===== src/hdl/ajgma_pkg.sv =====
// Shared widths, register indexes, reset values and outcome codes of the angle smoother.
package ajgma_pkg;

  localparam int THR_W      = 16;
  localparam int SWC_W      = 3;
  localparam int CFG_DATA_W = 16;
  localparam int SMOOTH_W   = 16;
  localparam int OUTCOME_W  = 2;

  localparam logic [THR_W-1:0] THR_RESET = 16'd2731;
  localparam logic [SWC_W-1:0] SWC_RESET = 3'd3;

  typedef logic [0:0] cfg_index_t;
  localparam cfg_index_t CFG_JUMP_THRESHOLD = 1'b0;
  localparam cfg_index_t CFG_SWITCH_COUNT   = 1'b1;

  typedef enum logic [OUTCOME_W-1:0] {
    OC_FIRST  = 2'd0,
    OC_ACCEPT = 2'd1,
    OC_HOLD   = 2'd2,
    OC_SWITCH = 2'd3
  } outcome_t;

endpackage


===== src/hdl/ajgma_ram.sv =====
// Simple dual-port RAM: one write port, one registered read port.
module ajgma_ram #(
  parameter int DEPTH = 8,
  parameter int WIDTH = 16
) (
  input  logic                                   clk,
  input  logic                                   we,
  input  logic [(DEPTH > 1 ? $clog2(DEPTH) : 1)-1:0] waddr,
  input  logic [WIDTH-1:0]                       wdata,
  input  logic [(DEPTH > 1 ? $clog2(DEPTH) : 1)-1:0] raddr,
  output logic [WIDTH-1:0]                       rdata
);

  logic [WIDTH-1:0] mem [DEPTH];

  always_ff @(posedge clk) begin
    if (we) begin
      mem[waddr] <= wdata;
    end
    rdata <= mem[raddr];
  end

endmodule


===== src/hdl/ajgma_div.sv =====
// Restoring serial divider, one quotient bit per cycle.
module ajgma_div #(
  parameter int DVD_W = 20,
  parameter int DVS_W = 4
) (
  input  logic             clk,
  input  logic             rst_n,
  input  logic             start,
  input  logic [DVD_W-1:0] dividend,
  input  logic [DVS_W-1:0] divisor,
  output logic             done,
  output logic [DVD_W-1:0] quotient
);

  localparam int CNT_W = $clog2(DVD_W + 1);

  logic             busy_r, busy_nxt;
  logic             done_r, done_nxt;
  logic [CNT_W-1:0] cnt_r, cnt_nxt;
  logic [DVS_W-1:0] rem_r, rem_nxt;
  logic [DVD_W-1:0] q_r, q_nxt;
  logic [DVS_W-1:0] dvs_r, dvs_nxt;
  logic [DVS_W:0]   rem_sh;
  logic             fits;

  assign rem_sh = {rem_r, q_r[DVD_W-1]};
  assign fits   = rem_sh >= {1'b0, dvs_r};

  always_comb begin
    busy_nxt = busy_r;
    done_nxt = 1'b0;
    cnt_nxt  = cnt_r;
    rem_nxt  = rem_r;
    q_nxt    = q_r;
    dvs_nxt  = dvs_r;
    if (start) begin
      busy_nxt = 1'b1;
      cnt_nxt  = CNT_W'(DVD_W);
      rem_nxt  = '0;
      q_nxt    = dividend;
      dvs_nxt  = divisor;
    end else if (busy_r) begin
      // remainder stays below the divisor, so the low DVS_W bits hold it
      rem_nxt = fits ? DVS_W'(rem_sh - {1'b0, dvs_r}) : DVS_W'(rem_sh);
      q_nxt   = {q_r[DVD_W-2:0], fits};
      cnt_nxt = cnt_r - CNT_W'(1);
      if (cnt_r == CNT_W'(1)) begin
        busy_nxt = 1'b0;
        done_nxt = 1'b1;
      end
    end
  end

  always_ff @(posedge clk) begin
    if (!rst_n) begin
      busy_r <= 1'b0;
      done_r <= 1'b0;
      cnt_r  <= '0;
    end else begin
      busy_r <= busy_nxt;
      done_r <= done_nxt;
      cnt_r  <= cnt_nxt;
    end
    rem_r <= rem_nxt;
    q_r   <= q_nxt;
    dvs_r <= dvs_nxt;
  end

  assign done     = done_r;
  assign quotient = q_r;

endmodule


===== src/hdl/angle_jump_gated_moving_average.sv =====
// Top level: gated moving average of angles with candidate window switch.
//
//  channel | direction | handshake          | payload
//  --------+-----------+--------------------+-------------------------------------
//  in      | input     | in_valid/in_stall  | in_angle_in
//  out     | output    | out_valid/out_stall| out_smoothed_angle, out_outcome
//  cfg     | input     | cfg_wr_en          | cfg_index, cfg_data
//
// One item at a time. First sample or held candidate: evaluate, then result.
// Accepted angle: evaluate, evict the oldest entry if full, then the serial mean divider
// divides the TOT_W-bit total, TOT_W = ANGLE_BITS+clog2(WINDOW_DEPTH+1), 20 at defaults.
// Window switch: each held candidate is read, then copied through the RAM read port.
// in_stall is high while an item is at work and during reset (rst_n, synchronous).
// A finished result sits in the output register; out_stall only holds the result
// stage once a second result is ready.
module angle_jump_gated_moving_average #(
  parameter int WINDOW_DEPTH    = 8,
  parameter int CANDIDATE_DEPTH = 4,
  parameter int ANGLE_BITS      = 16
) (
  input  logic                            clk,
  input  logic                            rst_n,
  input  logic                            in_valid,
  output logic                            in_stall,
  input  logic [ANGLE_BITS-1:0]           in_angle_in,
  output logic                            out_valid,
  input  logic                            out_stall,
  output logic [ajgma_pkg::SMOOTH_W-1:0]  out_smoothed_angle,
  output logic [ajgma_pkg::OUTCOME_W-1:0] out_outcome,
  input  logic                            cfg_wr_en,
  input  ajgma_pkg::cfg_index_t           cfg_index,
  input  logic [ajgma_pkg::CFG_DATA_W-1:0] cfg_data
);

  localparam int FW    = $clog2(WINDOW_DEPTH + 1);
  localparam int SW    = WINDOW_DEPTH > 1 ? $clog2(WINDOW_DEPTH) : 1;
  localparam int PW    = FW + 1;
  localparam int TOT_W = ANGLE_BITS + FW;
  localparam int CF_W  = $clog2(CANDIDATE_DEPTH + 1);
  localparam int CIW   = CANDIDATE_DEPTH > 1 ? $clog2(CANDIDATE_DEPTH) : 1;
  localparam int CW    = $clog2(CANDIDATE_DEPTH + WINDOW_DEPTH + 1);
  localparam int NW    = CF_W > ajgma_pkg::SWC_W ? CF_W : ajgma_pkg::SWC_W;
  localparam int DW    = ANGLE_BITS > ajgma_pkg::THR_W ? ANGLE_BITS : ajgma_pkg::THR_W;

  localparam logic [ANGLE_BITS-1:0] HALF_TURN = ANGLE_BITS'(1) << (ANGLE_BITS - 1);

  typedef enum logic [2:0] {
    S_IDLE, S_EVAL, S_EVICT, S_SW_RD, S_SW_WR, S_DIV_GO, S_DIV_WAIT, S_RESULT
  } state_t;

  state_t                         state_r, state_nxt;
  logic [ANGLE_BITS-1:0]          a_r, a_nxt;
  logic [ANGLE_BITS-1:0]          mean_r, mean_nxt;
  logic [FW-1:0]                  wfill_r, wfill_nxt;
  logic [SW-1:0]                  oldest_r, oldest_nxt;
  logic [TOT_W-1:0]               total_r, total_nxt;
  logic [CF_W-1:0]                cfill_r, cfill_nxt;
  logic [CIW-1:0]                 idx_r, idx_nxt;
  logic [SW-1:0]                  ws_r, ws_nxt;
  logic [ajgma_pkg::THR_W-1:0]    thr_r, thr_nxt;
  logic [ajgma_pkg::SWC_W-1:0]    swc_r, swc_nxt;
  ajgma_pkg::outcome_t            oc_r, oc_nxt;
  logic                           out_valid_r, out_valid_nxt;
  logic [ajgma_pkg::SMOOTH_W-1:0] out_mean_r, out_mean_nxt;
  ajgma_pkg::outcome_t            out_oc_r, out_oc_nxt;

  logic                  win_we;
  logic [SW-1:0]         win_waddr;
  logic [ANGLE_BITS-1:0] win_wdata;
  logic [ANGLE_BITS-1:0] win_q;
  logic                  cand_we;
  logic [ANGLE_BITS-1:0] cand_q;

  logic                  div_start;
  logic                  div_done;
  logic [TOT_W-1:0]      div_quot;

  logic [ANGLE_BITS-1:0] diff, diff_neg, wrap_dist;
  logic                  in_gate;
  logic [PW-1:0]         push_sum;
  logic [SW-1:0]         push_slot;
  logic                  win_full;
  logic                  cand_full;
  logic [CF_W-1:0]       new_cf;
  logic [NW-1:0]         need;
  logic [SW-1:0]         oldest_inc;
  logic [SW-1:0]         ws_inc;
  logic                  keep_cand;
  logic                  last_cand;
  logic                  cf_ge_wd;
  logic                  out_free;

  // shortest wrapped distance; exactly half a turn stays half a turn
  assign diff      = a_r - mean_r;
  assign diff_neg  = ANGLE_BITS'(0) - diff;
  assign wrap_dist = (diff > HALF_TURN) ? diff_neg : diff;
  assign in_gate   = DW'(wrap_dist) <= DW'(thr_r);

  assign push_sum  = PW'(oldest_r) + PW'(wfill_r);
  assign push_slot = (push_sum >= PW'(WINDOW_DEPTH)) ? SW'(push_sum - PW'(WINDOW_DEPTH))
                                                     : SW'(push_sum);
  assign win_full  = wfill_r >= FW'(WINDOW_DEPTH);
  assign cand_full = cfill_r >= CF_W'(CANDIDATE_DEPTH);
  assign new_cf    = cand_full ? cfill_r : cfill_r + CF_W'(1);

  always_comb begin
    if (swc_r == '0) begin
      need = NW'(1);
    end else if (NW'(swc_r) > NW'(CANDIDATE_DEPTH)) begin
      need = NW'(CANDIDATE_DEPTH);
    end else begin
      need = NW'(swc_r);
    end
  end

  assign oldest_inc = (oldest_r == SW'(WINDOW_DEPTH - 1)) ? '0 : oldest_r + SW'(1);
  assign ws_inc     = (ws_r == SW'(WINDOW_DEPTH - 1)) ? '0 : ws_r + SW'(1);
  // only the newest WINDOW_DEPTH candidates count toward the new total
  assign keep_cand  = CW'(idx_r) + CW'(WINDOW_DEPTH) >= CW'(cfill_r);
  assign last_cand  = CW'(idx_r) + CW'(1) == CW'(cfill_r);
  assign cf_ge_wd   = CW'(cfill_r) >= CW'(WINDOW_DEPTH);
  assign out_free   = !out_valid_r || !out_stall;

  assign cand_we   = (state_r == S_EVAL) && (wfill_r != '0) && !in_gate && !cand_full;
  assign div_start = (state_r == S_DIV_GO);

  always_comb begin
    state_nxt     = state_r;
    a_nxt         = a_r;
    mean_nxt      = mean_r;
    wfill_nxt     = wfill_r;
    oldest_nxt    = oldest_r;
    total_nxt     = total_r;
    cfill_nxt     = cfill_r;
    idx_nxt       = idx_r;
    ws_nxt        = ws_r;
    thr_nxt       = thr_r;
    swc_nxt       = swc_r;
    oc_nxt        = oc_r;
    out_mean_nxt  = out_mean_r;
    out_oc_nxt    = out_oc_r;
    out_valid_nxt = out_valid_r && out_stall;
    win_we        = 1'b0;
    win_waddr     = push_slot;
    win_wdata     = a_r;

    if (cfg_wr_en) begin
      unique case (cfg_index)
        ajgma_pkg::CFG_JUMP_THRESHOLD: thr_nxt = cfg_data;
        ajgma_pkg::CFG_SWITCH_COUNT:   swc_nxt = cfg_data[ajgma_pkg::SWC_W-1:0];
      endcase
    end

    unique case (state_r)
      S_IDLE: begin
        if (in_valid) begin
          a_nxt     = in_angle_in;
          state_nxt = S_EVAL;
        end
      end
      S_EVAL: begin
        if (wfill_r == '0) begin
          win_we    = 1'b1;
          wfill_nxt = FW'(1);
          total_nxt = TOT_W'(a_r);
          mean_nxt  = a_r;
          oc_nxt    = ajgma_pkg::OC_FIRST;
          state_nxt = S_RESULT;
        end else if (in_gate) begin
          cfill_nxt = '0;
          oc_nxt    = ajgma_pkg::OC_ACCEPT;
          if (win_full) begin
            state_nxt = S_EVICT;
          end else begin
            win_we    = 1'b1;
            wfill_nxt = wfill_r + FW'(1);
            total_nxt = total_r + TOT_W'(a_r);
            state_nxt = S_DIV_GO;
          end
        end else begin
          cfill_nxt = new_cf;
          if (NW'(new_cf) >= need) begin
            wfill_nxt  = '0;
            oldest_nxt = '0;
            total_nxt  = '0;
            idx_nxt    = '0;
            ws_nxt     = '0;
            oc_nxt     = ajgma_pkg::OC_SWITCH;
            state_nxt  = S_SW_RD;
          end else begin
            oc_nxt    = ajgma_pkg::OC_HOLD;
            state_nxt = S_RESULT;
          end
        end
      end
      S_EVICT: begin
        // win_q holds the oldest entry, read during the evaluate cycle
        win_we     = 1'b1;
        win_waddr  = oldest_r;
        total_nxt  = total_r - TOT_W'(win_q) + TOT_W'(a_r);
        oldest_nxt = oldest_inc;
        state_nxt  = S_DIV_GO;
      end
      S_SW_RD: begin
        state_nxt = S_SW_WR;
      end
      S_SW_WR: begin
        win_we    = 1'b1;
        win_waddr = ws_r;
        win_wdata = cand_q;
        ws_nxt    = ws_inc;
        if (keep_cand) begin
          total_nxt = total_r + TOT_W'(cand_q);
        end
        if (last_cand) begin
          wfill_nxt  = cf_ge_wd ? FW'(WINDOW_DEPTH) : FW'(cfill_r);
          oldest_nxt = cf_ge_wd ? ws_inc : '0;
          cfill_nxt  = '0;
          state_nxt  = S_DIV_GO;
        end else begin
          idx_nxt   = idx_r + CIW'(1);
          state_nxt = S_SW_RD;
        end
      end
      S_DIV_GO: begin
        state_nxt = S_DIV_WAIT;
      end
      S_DIV_WAIT: begin
        if (div_done) begin
          mean_nxt  = ANGLE_BITS'(div_quot);
          state_nxt = S_RESULT;
        end
      end
      S_RESULT: begin
        if (out_free) begin
          out_valid_nxt = 1'b1;
          out_mean_nxt  = ajgma_pkg::SMOOTH_W'(mean_r);
          out_oc_nxt    = oc_r;
          state_nxt     = S_IDLE;
        end
      end
      default: state_nxt = S_IDLE;
    endcase
  end

  always_ff @(posedge clk) begin
    if (!rst_n) begin
      state_r     <= S_IDLE;
      mean_r      <= '0;
      wfill_r     <= '0;
      oldest_r    <= '0;
      total_r     <= '0;
      cfill_r     <= '0;
      idx_r       <= '0;
      ws_r        <= '0;
      thr_r       <= ajgma_pkg::THR_RESET;
      swc_r       <= ajgma_pkg::SWC_RESET;
      out_valid_r <= 1'b0;
    end else begin
      state_r     <= state_nxt;
      mean_r      <= mean_nxt;
      wfill_r     <= wfill_nxt;
      oldest_r    <= oldest_nxt;
      total_r     <= total_nxt;
      cfill_r     <= cfill_nxt;
      idx_r       <= idx_nxt;
      ws_r        <= ws_nxt;
      thr_r       <= thr_nxt;
      swc_r       <= swc_nxt;
      out_valid_r <= out_valid_nxt;
    end
    a_r        <= a_nxt;
    oc_r       <= oc_nxt;
    out_mean_r <= out_mean_nxt;
    out_oc_r   <= out_oc_nxt;
  end

  ajgma_ram #(
    .DEPTH (WINDOW_DEPTH),
    .WIDTH (ANGLE_BITS)
  ) u_win_ram (
    .clk   (clk),
    .we    (win_we),
    .waddr (win_waddr),
    .wdata (win_wdata),
    .raddr (oldest_r),
    .rdata (win_q)
  );

  ajgma_ram #(
    .DEPTH (CANDIDATE_DEPTH),
    .WIDTH (ANGLE_BITS)
  ) u_cand_ram (
    .clk   (clk),
    .we    (cand_we),
    .waddr (cfill_r[CIW-1:0]),
    .wdata (a_r),
    .raddr (idx_r),
    .rdata (cand_q)
  );

  ajgma_div #(
    .DVD_W (TOT_W),
    .DVS_W (FW)
  ) u_div (
    .clk      (clk),
    .rst_n    (rst_n),
    .start    (div_start),
    .dividend (total_r),
    .divisor  (wfill_r),
    .done     (div_done),
    .quotient (div_quot)
  );

  assign in_stall           = !rst_n || (state_r != S_IDLE);
  assign out_valid          = out_valid_r;
  assign out_smoothed_angle = out_mean_r;
  assign out_outcome        = out_oc_r;

endmodule


===== config.mk =====
export PLATFORM = sky130hd
export DESIGN_NAME = angle_jump_gated_moving_average
export DESIGN_NICKNAME = d
export VERILOG_FILES = /design/src/hdl/ajgma_pkg.sv /design/src/hdl/ajgma_ram.sv /design/src/hdl/ajgma_div.sv /design/src/hdl/angle_jump_gated_moving_average.sv
export SDC_FILE = /design/constraint.sdc
export NUM_CORES = 1
export LEC_CHECK = 0
export ABC_AREA = 1
export BUFFER_PORTS_ARGS = -buffer_cell sky130_fd_sc_hd__buf_2
export CAP_MARGIN = 20
export CORE_UTILIZATION = 30
export DETAILED_ROUTE_END_ITERATION = 8
export SYNTH_ARGS = -nofsm -noshare
export SYNTH_HDL_FRONTEND = slang
export SYNTH_HIERARCHICAL = 1
export SYNTH_SLANG_ARGS = --single-unit

===== constraint.sdc =====
create_clock -name clk -period 11 [get_ports clk]
set_clock_uncertainty 0.2 [all_clocks]
set_input_delay 2.2 -clock clk [delete_from_list [all_inputs] [get_ports clk]]
set_output_delay 2.2 -clock clk [all_outputs]
set_load 0.005 [all_outputs]

==> metrics.csv, run 1 <==
stage;metric;value;unit
timing;final.setup.tns;0;ns
yosys;synth_cells;2867;
setup_path;crit_type;reg2reg;
routing;drc_errors;0;
place;dp_cells;3824;
timing;fin_crit_sh;0.5374;
min_path;min_path_type;reg2reg;
timing;drv_slew;0;
setup_path;ff2ff_setup_slack;5.09;ns
timing;relSlewSlack;0.2413;
clock_network;root_buffer;clkbuf_16;
yosys;syn_nets;3032;
global_routing;grt_antenna_before_repair;0;
timing;fmax;0.1692;GHz
finish;fin_cells;3904;
setup_path;crit_path_top_delay_cell;nor2_2;
yosys;synth_top_area_frac;0.3444;
global_routing;grt_max_degree;70;
floorplanning;dieHeight;272.6;um
yosys;ys.flop_type;edfxtp_1;
power;vdd_ir_drop_max;0.0001128;V
finish;fill_cells;7488;
setup_path;worstRegToRegCells;29;
yosys;syn-cell-area;21970;um^2
finish;diodes;0;
routing;dr.pass1.iters;8;
timing;setup_violations;0;
finish;multiInputGateArea;9643;um^2
routing;ant_nets;0;
floorplanning;fp.dieW;272.6;um
finish;drive_gt1_frac;0.07718;
clock_network;post_cts.repair.setup_buffers;0;
setup_path;cpMostUsedCell;nand2_1;
floorplanning;num_io_pins;58;
clock_network;cts_tree;yes;
timing;worst_pin_slew;1.130;ns
routing;detail_route.iter0.violations;1387;
yosys;synth_edf_count;252;
clock_network;clkLatencyLatePin;0.58;ns
routing;detail_route.vias_per_cell;4.580;
routing;drt-total-wl;59.94;mm
clock_network;path_clk_slew;0.06;ns
setup_path;endpoint;u_win_ram/mem[3][13];
floorplanning;dieArea;74330;um^2
global_routing;grt_pass1_vias;16718;
setup_path;crit_required;10.99;ns
floorplanning;rows;98;
power;p_leak;11.77;nW
yosys;syn_area_per_cell;7.664;um^2
floorplanning;fp.coreArea;71980;um^2
clock_network;cts.sinks;369;
place;globalplace.congestion;0.9120;
clock_network;h-tree-depth;2;
setup_path;r2r-start;a_r[2];
global_routing;overflow;0;
yosys;yosys_warnings;6;
yosys;synth_area_leaders;edfxtp_1 (34%), nand2_1 (16%), dfxtp_1 (11%);
yosys;ys_types;47;
setup_path;cp_max_fo;21;
setup_path;cp-startpoint;a_r[2];
yosys;synth_area_leader_cell;edfxtp_1;
setup_path;crit_arrival;5.90;ns
clock_network;clockBufferDepth;3;
place;dp_hpwl;44.63;mm
setup_path;reg2reg_to;u_win_ram/mem[3][13];
run;drv_cap;0;
yosys;synthArstFlopShare;0;
yosys;synth_commonest_cells;nand2_1 (952), inv_1 (524), edfxtp_1 (252), nand3_1 (245), nor2_1 (150);
setup_path;crit_path_end_kind;register;
power;p_per_area;299.8;nW/um^2
yosys;synth.most_common_cell;nand2_1;
power;power.total;7.411;mW
finish;fin_nets;3086;
routing;routed-via-count;17879;
yosys;synth_seq_cells;369;
yosys;yosysSeqAreaShare;0.4510;
global_routing;grt_use_total;0.1598;
clock_network;cts_buffers;41;
run_status;status;finished clean;
clock_network;postCtsResizedCells;0;
timing;final_hold_viol_count;0;
place;portBuffers;57;
clock_network;holdBufCountCts;0;
floorplanning;initial_core_util;0.3053;
timing;grt_setup_unrepaired;no;
setup_path;cpPeakStageDelay;0.75;ns
finish;regArea;9911;um^2
routing;route.detailed.wl_per_inst;15.35;um
global_routing;grt_pass1_wl;93.01;mm
finish;syn_to_final_growth;12.51;%
setup_path;startpoint_type;register;
timing;finalCriticalPeriod;5.911;ns
==> critical path, delay by kind of cell (launching register included) <==
kind,cells,cell delay [ns]
buffers and inverters,2,0.11
DFF,1,0.51
adders and majority gates,2,0.74
AOI/OAI and AO/OA,2,0.27
and+or+nand+nor,23,3.65
==> per-stage QoR <==
step	setup WS (ns)	cell area, um^2	utilization	hold WS, ns
after floorplan	5.661	21970	-	0.2003
after global placement	5.277	23230	0.3227	0.2079
after detailed placement	5.092	23230	0.3227	0.2084
after CTS	5.039	24650	0.3425	0.2211
after global routing	4.546	24720	0.3435	0.2354
final	5.089	24720	0.3435	0.2202
==> state kept, by name, summed over array words and instances, names as in the netlist, 5 cells and up <==
signal	count
u_win_ram/mem	128
u_cand_ram/mem	64
total_r	20
mean_r	16
thr_r	16
out_smoothed_angle	16
u_cand_ram/rdata	16
a_r	16
u_win_ram/rdata	16
u_div/cnt_r	5
u_div/quotient	20
==> layout by cell type, fill, tap and decap left out, types with 4 or more instances in the layout <==
cell	n
inv_1	524
nor3_1	16
edfxtp_1	252
clkinv_1	4
inv_6	4
ha_1	106
buf_2	57
nor2_4	7
nand3_1	245
bufinv_16	5
xnor2_1	15
o21ai_0	96
and2_1	4
o22ai_1	5
nand2_1	952
nand3b_1	14
nor2_2	18
xor2_1	16
nand4_1	29
o211ai_1	10
dfxtp_1	116
clkbuf_1	6
clkinv_2	7
o21bai_1	6
clkinvlp_4	4
nand3_2	6
nand2_2	15
or2_2	5
fa_1	21
a21oi_1	122
buf_4	24
inv_2	12
nor3_2	6
o21ai_1	8
clkbuf_16	43
nor2_1	142
==> logic make-up (layout without fill, tap and decap cells) <==
logic type | Yosys count | in the layout | synth area share
buf+inv | 612 | 699 | 0.1124
simple gates | 1466 | 1466 | 0.2812
fa+ha+maj | 127 | 127 | 0.07949
compound gates | 262 | 262 | 0.06361
flops | 369 | 369 | 0.4510
xor+xnor | 31 | 31 | 0.01236
==> report_power, final <==
part           internal (mW)  leakage, nW  switching, mW
sequential              1.83         3.27          0.208
clock                  0.849        0.685          0.602
combinational           1.25         7.82           2.67
total                   3.93         11.8           3.48
==> per-layer routing <==
layer / GRT usage / part of all wire / up-vias
met3: 0.01678 / 0.044 / 96
met1: 0.2110 / 0.45 / 8158
met5: 0 / 0 / -
met2: 0.2672 / 0.47 / 444
met4: 0.06268 / 0.036 / 0
li1: - / - / 9181
==> layout make-up <==
cell class,count,area share
clock inverters,26,0.01250
repair buffers,85,0.02166
flip-flops and latches,369,0.4009
well taps,950,0.04808
clock buffers,50,0.04499
inverters,538,0.08179
multi-input cells,1886,0.3901
==> how the worst min path moves through the flow <==
stage	depth (start not counted)	from	end	slack (ns)
detailed placement	0	oc_r[0]	out_outcome[0]	0.21
global placement	0	oc_r[0]	out_outcome[0]	0.21
global route	0	oc_r[1]	out_outcome[1]	0.24
finish	0	oc_r[0]	out_outcome[0]	0.22
CTS	0	oc_r[0]	out_outcome[0]	0.22
floorplan	0	oc_r[0]	out_outcome[0]	0.20
Power figures use the tool's default switching activity.
==> inputs of run 2 (changes only) <==
ABC_AREA = 0   (was 1)
clock period = 5.3 ns   (was 11 ns; I/O delays follow)
==> run 2 against run 1 <==
Compared with the run above: the flow now finishes with violations (negative setup slack); combinational power increased by 120%; die area decreased by 12%; global-route usage decreased by 0.38 points; register-to-register slack got worse by 5.3 ns; count of clock-buffer cells in the layout increased by 5; core utilization increased by 2.6 points; design area decreased by 5.6%; critical path type unchanged.
==> metrics.csv, run 2 <==
stage;metric;value;unit
power;combPwrFrac;0.555;
finish;multiInputGateArea;8879;um^2
routing;detail_route.vias_per_cell;5.118;
finish;diodes;0;
power;p_per_area;671.7;nW/um^2
place;portBuffers;57;
min_path;min_path_type;reg2reg;
finish;drive_gt1_frac;0.2149;
floorplanning;dieHeight;255.1;um
setup_path;crit_arrival;5.59;ns
yosys;syn-cell-area;19210;um^2
finish;fin_nets;1964;
global_routing;grt_pass1_wl;77.37;mm
power;clkPwrFrac;0.175;
setup_path;crit_type;reg2reg;
clock_network;cts_tree;yes;
yosys;yosysSeqAreaShare;0.5158;
setup_path;crit_path_top_delay_cell;edfxtp_1;
power;switchingPower;6.407;mW
routing;routed-via-count;13690;
timing;drv_slew;0;
finish;fill_cells;6084;
clock_network;clockBufferDepth;3;
yosys;synth_area_leader_cell;edfxtp_1;
yosys;synth.most_common_cell;edfxtp_1;
power;vdd_ir_drop_max;0.0002908;V
place;dp_hpwl;36.19;mm
routing;detail_route.iter0.violations;967;
floorplanning;fp.dieW;255.1;um
min_path;hold_path_startpoint;oc_r[1];
setup_path;cp_max_fo;8;
timing;relSlewSlack;0.2360;
routing;route.detailed.wl_per_inst;19.08;um
yosys;synth_seq_cells;369;
place;postPlaceCellArea;21390;um^2
power;p_leak;8.862;nW
yosys;synth_edf_count;252;
routing;dr.pass1.iters;6;
yosys;synthArstFlopShare;0;
timing;final_hold_viol_count;0;
power;power.total;15.68;mW
setup_path;cp-startpoint;a_r[0];
yosys;syn_nets;1780;
finish;top_register;u_win_ram/mem;
yosys;synth_cells;1615;
setup_path;startpoint_type;register;
clock_network;root_buffer;clkbuf_16;
floorplanning;dieArea;65060;um^2
timing;worst_pin_slew;1.134;ns
finish;final_common_cell;edfxtp_1;
timing;setup_violations;210;
yosys;syn_area_per_cell;11.90;um^2
routing;drc_errors;0;
routing;ant_nets;0;
finish;syn_to_final_growth;21.48;%
yosys;synth_area_leaders;edfxtp_1 (39%), dfxtp_1 (12%), ha_1 (6.9%);
place;globalplace.congestion;0.9080;
global_routing;grt_antenna_before_repair;0;
clock_network;h-tree-depth;2;
timing;fmax;0.1811;GHz
finish;top_regs;u_win_ram/mem (128), u_cand_ram/mem (64);
yosys;ys_types;86;
power;pwr-share-seq;0.270;
setup_path;r2r-start;a_r[0];
global_routing;grt_use_total;0.1560;
yosys;ys.flop_type;edfxtp_1;
timing;finalCriticalPeriod;5.522;ns
setup_path;crit_required;5.36;ns
floorplanning;initial_core_util;0.3040;
clock_network;holdBufCountCts;0;
power;swShare;0.4087;
timing;fin_crit_sh;1.042;
timing;grt_setup_unrepaired;yes;
run;drv_cap;0;
setup_path;cpPeakStageDelay;0.40;ns
routing;drt-total-wl;51.05;mm
run_status;violations;negative setup slack;
floorplanning;fp.coreArea;63200;um^2
finish;layout.cells.most_common_list;edfxtp_1 (252), inv_1 (134), nand2_1 (120), dfxtp_1 (116), ha_1 (105);
clock_network;clkLatencyLatePin;0.57;ns
setup_path;crit_path_end_kind;register;
floorplanning;num_io_pins;58;
run_status;status;complete, but fails checks;
floorplanning;rows;92;
timing;fin_ws;-0.2219;ns
global_routing;overflow;0;
finish;largest_reg_flops;128;
clock_network;path_clk_slew;0.06;ns
clock_network;cts_buffers;40;
global_routing;grt_max_degree;56;
power;internal-power;9.271;mW
yosys;synth_commonest_cells;edfxtp_1 (252), inv_1 (136), nand2_1 (126), dfxtp_1 (117), ha_1 (106);
global_routing;grt_pass1_vias;13497;
finish;regArea;9911;um^2
finish;stdcell_area;23340;um^2
setup_path;path_buf_inv;6;
clock_network;cts.sinks;369;
yosys;synth_top_area_frac;0.3939;
yosys;yosys_warnings;6;
setup_path;path_delay_family;compound AO/OA/AOI/OAI gates;
-- run 2: cell count changes after synthesis, moves of 35 or more --
cell / before / now
nor2_1: 150 / 95
a21oi_1: 122 / 83
mux2_2: 0 / 37
a211oi_1: 1 / 36
nand2_1: 952 / 126
nand3_1: 245 / 26
inv_1: 524 / 136
-- run 2: final cells by class --
| cell class | count | area share |
|---|---|---|
| timing repair buffer | 200 | 0.07194 |
| tap | 846 | 0.04535 |
| inverter | 138 | 0.02219 |
| multi-input combinational | 1050 | 0.3804 |
| clock inverter | 17 | 0.007076 |
| clock buffer | 55 | 0.04841 |
| sequential | 369 | 0.4246 |
-- run 2: kinds of logic after synthesis --
| kind of cell | count (synthesis) | share of synthesized area |
|---|---|---|
| AND/OR/NAND/NOR | 374 | 0.09137 |
| AO/OA/AOI/OAI | 369 | 0.1300 |
| multiplexers | 105 | 0.09501 |
| adder cells (fa/ha/maj) | 127 | 0.09091 |
| flip-flops | 369 | 0.5158 |
| XOR/XNOR | 75 | 0.03497 |
| buffers and inverters | 196 | 0.04194 |
-- run 2: what timing repair did --
item,CTS,global route
endpoints found under the setup margin,216,226
gates cloned,3,2
gates resized for setup,38,25
setup buffers,19,5
pin swaps,12,18
-- run 2: metal layers --
| layer | vias to the layer above | wire length, um | global-route usage |
|---|---|---|---|
| met3 | 97 | 2898 | 0.02736 |
| met2 | 423 | 23370 | 0.2472 |
| met4 | 0 | 1957 | 0.06484 |
| met5 | - | 0 | 0 |
| met1 | 6733 | 22820 | 0.2099 |
| li1 | 6437 | - | - |
-- run 2: worst register-to-register path, stage by stage (launching register included) --
cell and delay (ns):
edfxtp_1 0.40, inv_2 0.11, ha_4 0.13, inv_2 0.03
fa_2 0.35, a21o_1 0.22, a221oi_4 0.34, a221o_2 0.24
a41oi_2 0.12, xor2_1 0.18, and3b_2 0.27, nand2_1 0.12
a2111oi_4 0.36, ha_1 0.30, nand4_1 0.14, a211oi_1 0.06
a221o_1 0.34, o21a_1 0.23, buf_12 0.14, nor2_4 0.11
o21ai_4 0.07, nand2_4 0.18, nand2_8 0.09, buf_6 0.14
nor2_4 0.12, buf_6 0.12, buf_12 0.12
-- run 2: final timing paths --
kind,cells past startpoint,endpoint,slack (ns)
min,0,out_outcome[1],0.24
max,26,u_win_ram/mem[6][0],-0.22
min reg2reg,0,out_outcome[1],0.24
max reg2reg,26,u_win_ram/mem[6][0],-0.22
-- run 2: power groups by stage --
stage          clock network, mW  logic (mW)  registers, mW
3_5_place_dp                   0        7.90           4.28
3_3_place_gp                   0        7.72           4.27
4_1_cts                     2.80        8.34           4.23
2_1_floorplan                  0        5.45           4.11
5_1_grt                     2.91        9.57           4.27
6_report                    2.75        8.71           4.23
-- run 2: metrics by stage --
step                setup slack [ns]  hold slack (ns)  utilization  setup TNS, ns  instances
CTS                          -0.1241           0.2482       0.3653         -14.52       2658
global route                 -0.4736           0.2549       0.3693         -86.57       2675
global placement             -0.2745           0.2238       0.3385         -39.05       2565
finish                       -0.2219           0.2416       0.3693         -28.60       2675
detailed placement           -0.2886           0.2339       0.3385         -43.30       2565
floorplan                    -0.2295           0.2003            -         -9.377       1615
==> inputs of run 3 (changes only) <==
SETUP_SLACK_MARGIN = 0.2   (was unset)
==> run 3 against run 2 <==
Compared with the run above: the run still ends with negative setup slack left; global-route usage decreased by 0.15 points; sequential power about the same; design area increased by 1.1%; largest cell class unchanged; sequential share of layout area decreased by 0.47 points; largest power group unchanged; register-to-register slack about the same; hold slack got worse by 0.012 ns; cell count increased by 0.49%; critical path type unchanged; highest routed layer unchanged.
==> metrics.csv, run 3 (synthesized netlist as in run 2, its figures left out) <==
stage;metric;value;unit
setup_path;cp_max_fo;8;
clock_network;cts.sinks;369;
timing;fin_hold_ws;0.2298;ns
clock_network;root_buffer;clkbuf_16;
finish;fin_util;0.3735;
timing;fin_crit_sh;1.044;
floorplanning;dieArea;65060;um^2
power;p_leak;8.983;nW
power;vdd_ir_drop_max;0.0003489;V
floorplanning;rows;92;
place;dp_cells;2588;
clock_network;cts_tree;yes;
run;drv_cap;0;
min_path;min_path_type;reg2reg;
finish;fin_nets;1975;
global_routing;grt_antenna_before_repair;0;
place;dpl_worst_slack;-0.4522;ns
clock_network;h-tree-depth;2;
routing;route.detailed.wl_per_inst;18.72;um
run_status;violations;negative setup slack;
timing;grt_setup_unrepaired;yes;
place;portBuffers;57;
routing;detail_route.vias_per_cell;5.016;
finish;diodes;0;
timing;final.setup.tns;-35.39;ns
place;dp_hpwl;36.51;mm
setup_path;path_buf_inv;4;
finish;final_common_cell;edfxtp_1;
timing;relSlewSlack;0.2420;
setup_path;crit_path_top_delay_cell;edfxtp_1;
setup_path;crit_type;reg2reg;
routing;drt-total-wl;50.31;mm
floorplanning;num_io_pins;58;
floorplanning;initial_core_util;0.3040;
global_routing;grt_pass1_wl;76.80;mm
timing;fmax;0.1808;GHz
clock_network;holdBufCountCts;0;
timing;worst_pin_slew;1.125;ns
finish;stdcell_area;23600;um^2
finish;fin_cells;2688;
global_routing;grt_use_total;0.1545;
setup_path;crit_required;5.40;ns
power;p_per_area;680.3;nW/um^2
setup_path;crit_arrival;5.63;ns
finish;largest_reg_flops;128;
timing;finalCriticalPeriod;5.532;ns
setup_path;startpoint_type;register;
floorplanning;fp.dieW;255.1;um
clock_network;clkLatencyLatePin;0.57;ns
routing;detail_route.iter0.violations;1068;
power;power.total;16.06;mW
setup_path;worstPathCellList;inv_2, ha_4, inv_2, fa_2, a21o_1, a221oi_4, a221o_2, a41oi_2, xor2_1, and3b_2, nand4bb_1, buf_6, o211ai_2, xnor2_1, ha_1, nand4_1, nor4_4, a21boi_2, o21a_4, and2_1, nand2_2, nor2_4, and3b_2, bufbuf_16;
timing;drv_slew;0;
setup_path;crit_path_end_kind;register;
routing;ant_nets;0;
routing;drc_errors;0;
finish;syn_to_final_growth;22.85;%
finish;top_regs;u_win_ram/mem (128), u_cand_ram/mem (64);
global_routing;grt_pass1_vias;13138;
finish;top_register;u_win_ram/mem;
finish;drive_gt1_frac;0.2340;
clock_network;cts_buffers;40;
clock_network;clockBufferDepth;3;
setup_path;path_delay_family;simple AND/OR/NAND/NOR gates;
routing;dr.pass1.iters;6;
setup_path;cpPeakStageDelay;0.40;ns
place;globalplace.congestion;0.9287;
clock_network;path_clk_slew;0.06;ns
global_routing;grt_max_degree;56;
floorplanning;dieHeight;255.1;um
place;postPlaceCellArea;21570;um^2
timing;setup_violations;216;
routing;routed-via-count;13484;
timing;final_hold_viol_count;0;
finish;layout.cells.most_common_list;edfxtp_1 (252), inv_1 (134), nand2_1 (121), dfxtp_1 (116), buf_4 (115);
global_routing;overflow;0;
timing;fin_ws;-0.2320;ns
floorplanning;fp.coreArea;63200;um^2
run_status;status;complete, but fails checks;
==> run 3: cell count changes in the layout (fill, tap and decap cells not counted), sizes merged <==
cell | previous run | this run
buf | 190 | 202
bufinv | 2 | 5
clkbuf | 65 | 55
inv | 138 | 144
bufbuf | 0 | 2
==> run 3: area by class of cell <==
type	count	area, um^2
Clock buffer	48	1041
Clock inverter	26	310.3
Fill cell	6003	39590
Inverter	138	518.0
Multi-Input combinational cell	1050	8999
Sequential cell	369	9911
Tap cell	846	1059
Timing Repair Buffer	211	1767
==> run 3: path summary, 6_finish.rpt <==
| path | start | to | slack [ns] | cells after the start |
|---|---|---|---|---|
| worst max-delay path | a_r[0] | u_cand_ram/mem[1][13] | -0.23 | 24 |
| worst min-delay path | oc_r[0] | out_outcome[0] | 0.23 | 0 |
| worst max register to register | a_r[0] | u_cand_ram/mem[1][13] | -0.23 | 24 |
| worst min register to register | oc_r[0] | out_outcome[0] | 0.23 | 0 |
==> run 3: routing by layer <==
metal  routed length, um  GRT usage  up-vias  part of all wire
met2               23420     0.2539      430              0.47
met5                   0          0        -                 0
li1                    -          -     6451                 -
met4                1004    0.03986        0             0.020
met1               22830     0.2125     6544              0.45
met3                3062    0.02227       59             0.061
==> run 3: worst register-to-register path, cell delays in order, from the launching register on <==
cell	delay, ns
edfxtp_1	0.40
inv_2	0.10
ha_4	0.13
inv_2	0.03
fa_2	0.35
a21o_1	0.21
a221oi_4	0.35
a221o_2	0.23
a41oi_2	0.11
xor2_1	0.18
and3b_2	0.25
nand4bb_1	0.12
buf_6	0.14
o211ai_2	0.09
xnor2_1	0.13
ha_1	0.30
nand4_1	0.15
nor4_4	0.31
a21boi_2	0.23
o21a_4	0.20
and2_1	0.19
nand2_2	0.09
nor2_4	0.18
and3b_2	0.28
bufbuf_16	0.29
==> run 3: repair_timing <==
item / in CTS / in global routing
pin swaps: 13 / 17
setup endpoints to repair: 231 / 231
gates resized for setup: 53 / 37
buffers inserted: 10 / 3
gates cloned: 4 / 0
==> run 3: power by group <==
part | total [mW] | leakage (nW) | switching (mW) | internal, mW
Clock | 2.86 | 0.653 | 1.19 | 1.67
Sequential | 4.23 | 3.26 | 0.396 | 3.83
Combinational | 8.97 | 5.07 | 4.93 | 4.04
Total | 16.1 | 8.98 | 6.52 | 9.54
